### config.mk
export PLATFORM = sky130hd
export DESIGN_NAME = four_connected_line_stepper
export DESIGN_NICKNAME = d
export VERILOG_FILES = /design/src/rtl/fcls_pkg.sv /design/src/rtl/fcls_setup.sv /design/src/rtl/fcls_step_unit.sv /design/src/rtl/four_connected_line_stepper.sv
export VERILOG_INCLUDE_DIRS = /design/src /design/src/rtl
export SDC_FILE = /design/constraint.sdc
export NUM_CORES = 1
export LEC_CHECK = 0
export BUFFER_PORTS_ARGS = -buffer_cell sky130_fd_sc_hd__buf_2
export CAP_MARGIN = 5
export CORE_ASPECT_RATIO = 1.75
export CORE_MARGIN = 2
export CORE_UTILIZATION = 34
export CTS_CLUSTER_SIZE = 40
export DETAILED_ROUTE_END_ITERATION = 12
export GPL_TIMING_DRIVEN = 0
export PLACE_DENSITY = 0.55
export SLEW_MARGIN = 20
export SYNTH_ARGS = -nofsm -noshare
export SYNTH_HDL_FRONTEND = slang
export SYNTH_SLANG_ARGS = --single-unit
export TNS_END_PERCENT = 100
### constraint.sdc
create_clock -name clk -period 5.4 [get_ports clk]
set_clock_uncertainty 0.1 [all_clocks]
set_input_delay 0.81 -clock clk [delete_from_list [all_inputs] [get_ports clk]]
set_output_delay 0.81 -clock clk [all_outputs]
set_load 0.01 [all_outputs]
### src/rtl/four_connected_line_stepper_macros.svh
// assertion macros shared by the line stepper rtl
`ifndef FOUR_CONNECTED_LINE_STEPPER_MACROS_SVH
`define FOUR_CONNECTED_LINE_STEPPER_MACROS_SVH

`ifndef SYNTHESIS
`define FCLS_ASSERT_IMPLY(label, clk, rst, ante, cons, msg) \
  label: assert property (@(posedge clk) disable iff (rst) (ante) |-> (cons)) else $error(msg);
`define FCLS_ASSERT_NEXT(label, clk, rst, ante, cons, msg) \
  label: assert property (@(posedge clk) disable iff (rst) (ante) |=> (cons)) else $error(msg);
`else
`define FCLS_ASSERT_IMPLY(label, clk, rst, ante, cons, msg)
`define FCLS_ASSERT_NEXT(label, clk, rst, ante, cons, msg)
`endif

`endif

### src/rtl/fcls_pkg.sv
// shared types for the four-connected line stepper
`default_nettype none

package fcls_pkg;

  // step directions of one line
  typedef struct packed {
    logic x_neg;
    logic y_neg;
  } dir_t;

  // sequencer states, one-hot
  typedef enum logic [1:0] {
    ST_IDLE = 2'b01,
    ST_EMIT = 2'b10
  } state_t;

endpackage

`default_nettype wire

### src/rtl/fcls_setup.sv
// spans, directions and initial error of a line request
`default_nettype none

module fcls_setup #(
  parameter int COORD_BITS = 5
) (
  input  wire logic [COORD_BITS-1:0] x0,
  input  wire logic [COORD_BITS-1:0] y0,
  input  wire logic [COORD_BITS-1:0] x1,
  input  wire logic [COORD_BITS-1:0] y1,
  output logic [COORD_BITS-1:0]      span_x,
  output logic [COORD_BITS-1:0]      span_y,
  output fcls_pkg::dir_t             dir,
  output logic [COORD_BITS+2:0]      err_init,
  output logic [COORD_BITS:0]        steps_init
);

  localparam int ERR_W = COORD_BITS + 3;

  always_comb begin
    span_x    = (x1 >= x0) ? (x1 - x0) : (x0 - x1);
    span_y    = (y1 >= y0) ? (y1 - y0) : (y0 - y1);
    dir.x_neg = (x1 <= x0);
    dir.y_neg = (y1 <= y0);
    err_init  = ERR_W'(span_x) - ERR_W'(span_y);
    steps_init = (COORD_BITS+1)'(span_x) + (COORD_BITS+1)'(span_y);
  end

endmodule

`default_nettype wire

### src/rtl/fcls_step_unit.sv
// one bresenham move: error compare, error update and coordinate step
`default_nettype none

module fcls_step_unit #(
  parameter int COORD_BITS = 5
) (
  input  wire logic [COORD_BITS-1:0] walk_x,
  input  wire logic [COORD_BITS-1:0] walk_y,
  input  wire logic [COORD_BITS+2:0] err,
  input  wire logic [COORD_BITS-1:0] span_x,
  input  wire logic [COORD_BITS-1:0] span_y,
  input  wire fcls_pkg::dir_t        dir,
  output logic [COORD_BITS-1:0]      walk_x_next,
  output logic [COORD_BITS-1:0]      walk_y_next,
  output logic [COORD_BITS+2:0]      err_next
);

  localparam int ERR_W = COORD_BITS + 3;

  logic [ERR_W:0]   twice_sum;
  logic             move_x;
  logic [ERR_W-1:0] sx_ext;
  logic [ERR_W-1:0] sy_ext;
  logic [ERR_W-1:0] operand;

  always_comb begin
    sx_ext = ERR_W'(span_x);
    sy_ext = ERR_W'(span_y);
    // 2*err > -span_y  <=>  2*err + span_y > 0
    twice_sum = {err, 1'b0} + (ERR_W+1)'(span_y);
    move_x    = !twice_sum[ERR_W] && (twice_sum != '0);
    operand   = move_x ? (~sy_ext + ERR_W'(1)) : sx_ext;
    err_next  = err + operand;
    walk_x_next = walk_x;
    walk_y_next = walk_y;
    if (move_x) begin
      walk_x_next = dir.x_neg ? (walk_x - COORD_BITS'(1)) : (walk_x + COORD_BITS'(1));
    end else begin
      walk_y_next = dir.y_neg ? (walk_y - COORD_BITS'(1)) : (walk_y + COORD_BITS'(1));
    end
  end

endmodule

`default_nettype wire

### src/rtl/four_connected_line_stepper.sv
// four-connected bresenham line stepper, top level
//
// channel   dir  handshake                 payload
// s_*       in   s_tvalid / s_tready       start_x, start_y, end_x, end_y
// m_*       out  m_tvalid / m_tready       cell_x, cell_y, last_cell (tlast)
//
// a request of spans dx, dy yields dx+dy+1 cells (63 at most with 5-bit coordinates),
// one per cycle when m_tready stays high; the next request is taken only once
// the sequencer is back in idle after the last cell
// the step unit makes one move per accepted cell but the last; m_tready low holds it
// rst is synchronous and returns the sequencer to idle
`default_nettype none

`include "four_connected_line_stepper_macros.svh"

module four_connected_line_stepper #(
  parameter int COORD_BITS = 5
) (
  input  wire logic clk,
  input  wire logic rst,
  input  wire logic s_tvalid,
  output logic      s_tready,
  // start_x, start_y, end_x, end_y from bit 0 up
  input  wire logic [((4*COORD_BITS+7)/8)*8-1:0] s_tdata,
  output logic      m_tvalid,
  input  wire logic m_tready,
  // cell_x, cell_y from bit 0 up
  output logic [((2*COORD_BITS+7)/8)*8-1:0] m_tdata,
  output logic      m_tlast
);

  localparam int ERR_W       = COORD_BITS + 3;
  localparam int OUT_TDATA_W = ((2*COORD_BITS+7)/8)*8;

  fcls_pkg::state_t state;
  fcls_pkg::state_t state_next;

  logic [COORD_BITS-1:0] walk_x;
  logic [COORD_BITS-1:0] walk_y;
  logic [ERR_W-1:0]      err;
  logic [COORD_BITS-1:0] span_x;
  logic [COORD_BITS-1:0] span_y;
  fcls_pkg::dir_t        dir;
  logic [COORD_BITS:0]   steps_left;

  logic [COORD_BITS-1:0] setup_span_x;
  logic [COORD_BITS-1:0] setup_span_y;
  fcls_pkg::dir_t        setup_dir;
  logic [ERR_W-1:0]      setup_err;
  logic [COORD_BITS:0]   setup_steps;

  logic [COORD_BITS-1:0] walk_x_next;
  logic [COORD_BITS-1:0] walk_y_next;
  logic [ERR_W-1:0]      err_next;

  logic in_fire;
  logic out_fire;

  fcls_setup #(.COORD_BITS(COORD_BITS)) u_setup (
    .x0         (s_tdata[COORD_BITS-1:0]),
    .y0         (s_tdata[2*COORD_BITS-1:COORD_BITS]),
    .x1         (s_tdata[3*COORD_BITS-1:2*COORD_BITS]),
    .y1         (s_tdata[4*COORD_BITS-1:3*COORD_BITS]),
    .span_x     (setup_span_x),
    .span_y     (setup_span_y),
    .dir        (setup_dir),
    .err_init   (setup_err),
    .steps_init (setup_steps)
  );

  fcls_step_unit #(.COORD_BITS(COORD_BITS)) u_step (
    .walk_x      (walk_x),
    .walk_y      (walk_y),
    .err         (err),
    .span_x      (span_x),
    .span_y      (span_y),
    .dir         (dir),
    .walk_x_next (walk_x_next),
    .walk_y_next (walk_y_next),
    .err_next    (err_next)
  );

  assign s_tready = (state == fcls_pkg::ST_IDLE);
  assign m_tvalid = (state == fcls_pkg::ST_EMIT);
  assign m_tdata  = OUT_TDATA_W'({walk_y, walk_x});
  assign m_tlast  = (steps_left == '0);
  assign in_fire  = s_tvalid && s_tready;
  assign out_fire = m_tvalid && m_tready;

  always_comb begin
    state_next = state;
    unique case (state)
      fcls_pkg::ST_IDLE: begin
        if (in_fire) state_next = fcls_pkg::ST_EMIT;
      end
      fcls_pkg::ST_EMIT: begin
        if (out_fire && m_tlast) state_next = fcls_pkg::ST_IDLE;
      end
      default: state_next = fcls_pkg::ST_IDLE;
    endcase
  end

  always_ff @(posedge clk) begin
    if (rst) begin
      state      <= fcls_pkg::ST_IDLE;
      steps_left <= '0;
    end else begin
      state <= state_next;
      if (in_fire) begin
        steps_left <= setup_steps;
      end else if (out_fire && !m_tlast) begin
        steps_left <= steps_left - (COORD_BITS+1)'(1);
      end
    end
  end

  // walk registers double as the output register
  always_ff @(posedge clk) begin
    if (rst) begin
      walk_x <= '0;
      walk_y <= '0;
      err    <= '0;
      span_x <= '0;
      span_y <= '0;
      dir    <= '0;
    end else if (in_fire) begin
      walk_x <= s_tdata[COORD_BITS-1:0];
      walk_y <= s_tdata[2*COORD_BITS-1:COORD_BITS];
      err    <= setup_err;
      span_x <= setup_span_x;
      span_y <= setup_span_y;
      dir    <= setup_dir;
    end else if (out_fire && !m_tlast) begin
      walk_x <= walk_x_next;
      walk_y <= walk_y_next;
      err    <= err_next;
    end
  end

  `FCLS_ASSERT_IMPLY(a_no_overlap, clk, rst, m_tvalid, !s_tready, "request taken while emitting")
  `FCLS_ASSERT_NEXT(a_walk_continues, clk, rst, out_fire && !m_tlast, m_tvalid, "walk stopped early")
  `FCLS_ASSERT_NEXT(a_idle_after_last, clk, rst, out_fire && m_tlast, s_tready && !m_tvalid, "not idle after last cell")
  `FCLS_ASSERT_NEXT(a_steps_count, clk, rst, out_fire && !m_tlast, steps_left == $past(steps_left) - (COORD_BITS+1)'(1), "step count slip")

endmodule

`default_nettype wire

==> summary.md <==
| Metric | Value |
|---|---|
| Peak supply drop | 0.163 mV |
| Post-DP Area | 4270 µm² |
| Post-route design area | 4470 µm² |
| Global-route wire length before repair | 18.9 mm |
| Multi-input logic area | 2830 µm² |
| Antenna diodes | 0 |
| Setup_tns | 0 ps |
| Hold Crit Start | span_x[2] |
| DRT Pass-1 Iters | 4 |
| Comb pwr share | 50.0% |
| Synthesis Warnings | 0 |
| Area taken by flip-flops and latches | 761 µm² |
| CTS tree | built |
| # hold bufs at CTS | 0 |
| Area grow syn2layout | 14.4% |
| Layout Nets | 633 |
| GRT overflow | 0 |
| RePlAce Congestion | 0.840 |
| I/O Buffers | 35 |
| Reg2reg start | err[0] |
| Mean Syn Cell Area | 7.82 µm² |
| Core Box Area | 11200 µm² |
| Mapped Area | 3910 µm² |
| Vias in the first global route | 3793 |
| Power, Total | 0.00150 W |
| Critical path launch point | err[0] |
| Min Hold Slack | 384 ps |
| HPWL after DPL | 9.56 mm |
| CP endpoint kind | flop |
| WHS Path Cells | 2 |
| EDFF count, synth | 0 |
| Gate Count Post-Synth | 500 |
| Worst-path fanout max | 10 |
| CTS clk-pin slew, worst paths | 60 ps |
| P_sw | 0.000617 W |
| Post-synthesis register bit count | 38 |
| Layout Utilization | 40.1% |
| Slew Limit Fails | 0 |
| Vias per inst | 5.44 |
| Boundary Pins | 47 |
| Arr. time, crit path | 5150 ps |
| Clock power share | 25.9% |
| Main synth FF type | dfxtp_1 |
| Seq/Total Area, Yosys | 19.4% |
| Slowest stage delay, CP | 410 ps |
| Power share of the sequential group | 24.1% |
| Share of cells above drive strength 1 | 13.0% |
| Die Wd | 85.1 µm |
| Max-Cap Viols | 0 |
| Sw Ratio | 41.1% |
| DIE HEIGHT | 146 µm |
| Initial Util | 35.0% |
| Total track usage | 19.4% |
| DR iter-0 viols | 112 |
| Pleak | 2.02 nW |
| Power density cells | 336 nW/µm² |
| Antenna Violating Nets Remaining | 0 |
| Final Hold Vio Count | 0 |
| Largest net degree at the start of global routing | 14 |
| Post-CTS Setup Repair Bufs | 0 |
| Via count | 3702 |
| Distinct cell type count after synthesis | 62 |
| Post-DR wirelength/cell | 17.3 µm |
| Clock buffer depth | 2 |
| Startpoint Class | flop |
| Hold WC Path Type | reg -> reg |
| Fin crit share | 94.4% |
| Crit-path cells | ha_1 -> inv_1 -> fa_1 -> nand2b_1 -> a21oi_1 -> mux2_2 -> o311ai_4 -> o21a_1 -> buf_6 -> buf_2 -> nand2_1 -> nand2_1 -> ha_1 -> a21o_1 -> a211oi_2 -> o21ai_2 -> and2_1 -> a221o_1 -> nor4b_1 -> o31ai_1 |
| CTS Root Cell | clkbuf_16 |
| Std cell rows | 51 |
| CTS Buf Count | 5 |
| Crit-path slowest cell | dfxtp_1 |
| Clk_lat worst skew | 290 ps |
| Worst-margin pin slew | 800 ps |
| Status | completed |
| Internal power | 0.000883 W |
| Final setup vio count | 0 |
| Sink Count | 38 |
| Fill cells | 1122 |
| Worst endpoint required time | 5450 ps |
| Initial antenna violation count | 0 |
| Unrepaired setup endpoints after global routing | false |
| Crit Path Class | reg -> reg |
| Die Footprint | 12400 µm² |
| Max Clk Rate | 196 MHz |
| Synth async-reset ratio | 0% |
| H-tree depth | 2 |
| Final WL | 11.7 mm |
| Reg2Reg Depth | 20 |
| Fin crit period | 5100 ps |
| DRC | 0 |
| Max-slew headroom | 46.5% |
==> final timing paths <==
path / endpoint / slack (ps)
hold / removal: span_x[2] / 380
hold reg to reg: span_x[2] / 380
setup / recovery: err[7] / 300
setup reg to reg: err[7] / 300
==> layout by cell type, fill, tap and decap left out, types with 3 or more instances in the layout <==
master / netlist / final
a31oi_1: 9 / 9
nand2_1: 25 / 25
nor2_1: 45 / 45
nor4_1: 3 / 3
or2_2: 6 / 6
xnor2_1: 22 / 22
mux2i_1: 3 / 3
o211ai_1: 5 / 5
buf_2: 5 / 40
o21ai_0: 23 / 23
o21a_1: 6 / 6
o21bai_1: 4 / 4
a32oi_1: 6 / 6
a21oi_1: 34 / 34
and2_1: 6 / 6
ha_1: 48 / 48
clkbuf_16: 0 / 5
fa_1: 10 / 10
and3_1: 6 / 6
nor2b_1: 5 / 5
inv_1: 54 / 54
buf_4: 6 / 6
clkbuf_1: 14 / 14
a211oi_1: 22 / 21
dfxtp_1: 38 / 38
conb_1: 1 / 6
o41ai_1: 3 / 3
nor3_1: 14 / 14
a21o_1: 11 / 11
nand3_1: 15 / 15
nand4_1: 3 / 3
xor2_1: 7 / 7
o21ai_1: 6 / 5
==> cell usage after synthesis (4+ instances only) <==
| library cell | instances | share of area, % |
|---|---|---|
| o211ai_1 | 5 | 0.96 |
| nor2b_1 | 5 | 0.80 |
| o21a_1 | 6 | 1.2 |
| a31oi_1 | 9 | 1.4 |
| a211oi_1 | 22 | 4.2 |
| xor2_1 | 7 | 1.6 |
| dfxtp_1 | 38 | 19 |
| o21bai_1 | 4 | 0.77 |
| fa_1 | 10 | 5.1 |
| or2_2 | 6 | 0.96 |
| a32oi_1 | 6 | 1.3 |
| nand2_1 | 25 | 2.4 |
| nor2_1 | 45 | 4.3 |
| xnor2_1 | 22 | 4.9 |
| inv_1 | 54 | 5.2 |
| a21o_1 | 11 | 2.1 |
| and2_1 | 6 | 0.96 |
| buf_2 | 5 | 0.64 |
| o21ai_0 | 23 | 2.9 |
| buf_4 | 6 | 1.2 |
| o21ai_1 | 6 | 0.77 |
| clkbuf_1 | 14 | 1.3 |
| a21oi_1 | 34 | 4.4 |
| ha_1 | 48 | 15 |
| nor3_1 | 14 | 1.8 |
| and3_1 | 6 | 0.96 |
| nand3_1 | 15 | 1.9 |
==> worst max-delay path, delay by kind of cell (launching register included) <==
kind	cells	cell delay, ps
adders and majority gates	3	850
and+or+nand+nor	5	830
DFF	1	410
AOI/OAI and AO/OA	8	1920
muxes	1	400
buffers and inverters	3	440
==> through the flow <==
step           setup slack (ps)  std cells
2_1_floorplan               911        505
4_1_cts                     129        680
3_3_place_gp                193        672
3_5_place_dp                137        672
5_1_grt                    86.3        680
6_report                    300        680
==> flip-flops by register name, indices dropped and copies added, names as in the netlist <==
| name | count |
|---|---|
| walk_x | 5 |
| dir | 2 |
| state | 2 |
| walk_y | 5 |
| err | 8 |
| steps_left | 6 |
| span_y | 5 |
| span_x | 5 |
==> routing by layer <==
layer | vias up | GRT usage (%) | wire length (µm)
met1 | 1749 | 19.2 | 4300
met3 | 22 | 1.99 | 290
li1 | 1856 | - | -
met4 | 0 | 8.33 | 370
met5 | - | 0 | 0
met2 | 75 | 38.8 | 6790
==> timing repair <==
item / in CTS / in global routing
hold endpoints to repair: 0 / 0
resized for setup: 0 / 2
endpoints found under the setup margin: 0 / 1
==> power by group through the flow <==
stage / registers [W] / logic, W / clock network (W)
final: 0.000362 / 0.000750 / 0.000389
after detailed placement: 0.000367 / 0.000737 / 0
after global routing: 0.000368 / 0.000839 / 0.000408
after floorplan: 0.000356 / 0.000554 / 0
after global placement: 0.000366 / 0.000729 / 0
after CTS: 0.000361 / 0.000742 / 0.000397
==> layout make-up <==
cell class | instances | area share [%]
Buffer | 27 | 3.08
Tap cell | 132 | 3.69
Multi-Input combinational cell | 384 | 63.3
Sequential cell | 38 | 17.0
Inverter | 56 | 4.70
Timing Repair Buffer | 35 | 3.92
Clock buffer | 5 | 2.80
Clock inverter | 3 | 1.54
==> cells by family (layout without fill, tap and decap cells) <==
family | count (synthesis) | after routing | synth area share [%]
compound gates | 148 | 148 | 25.8
mux | 4 | 4 | 1.06
simple gates | 139 | 139 | 17.7
xor+xnor | 29 | 29 | 6.49
other cells | 1 | 6 | 0.0959
buf+inv | 83 | 126 | 8.89
fa+ha+maj | 58 | 58 | 20.5
flops | 38 | 38 | 19.4
No activity file was read; power rests on OpenSTA's default activity.
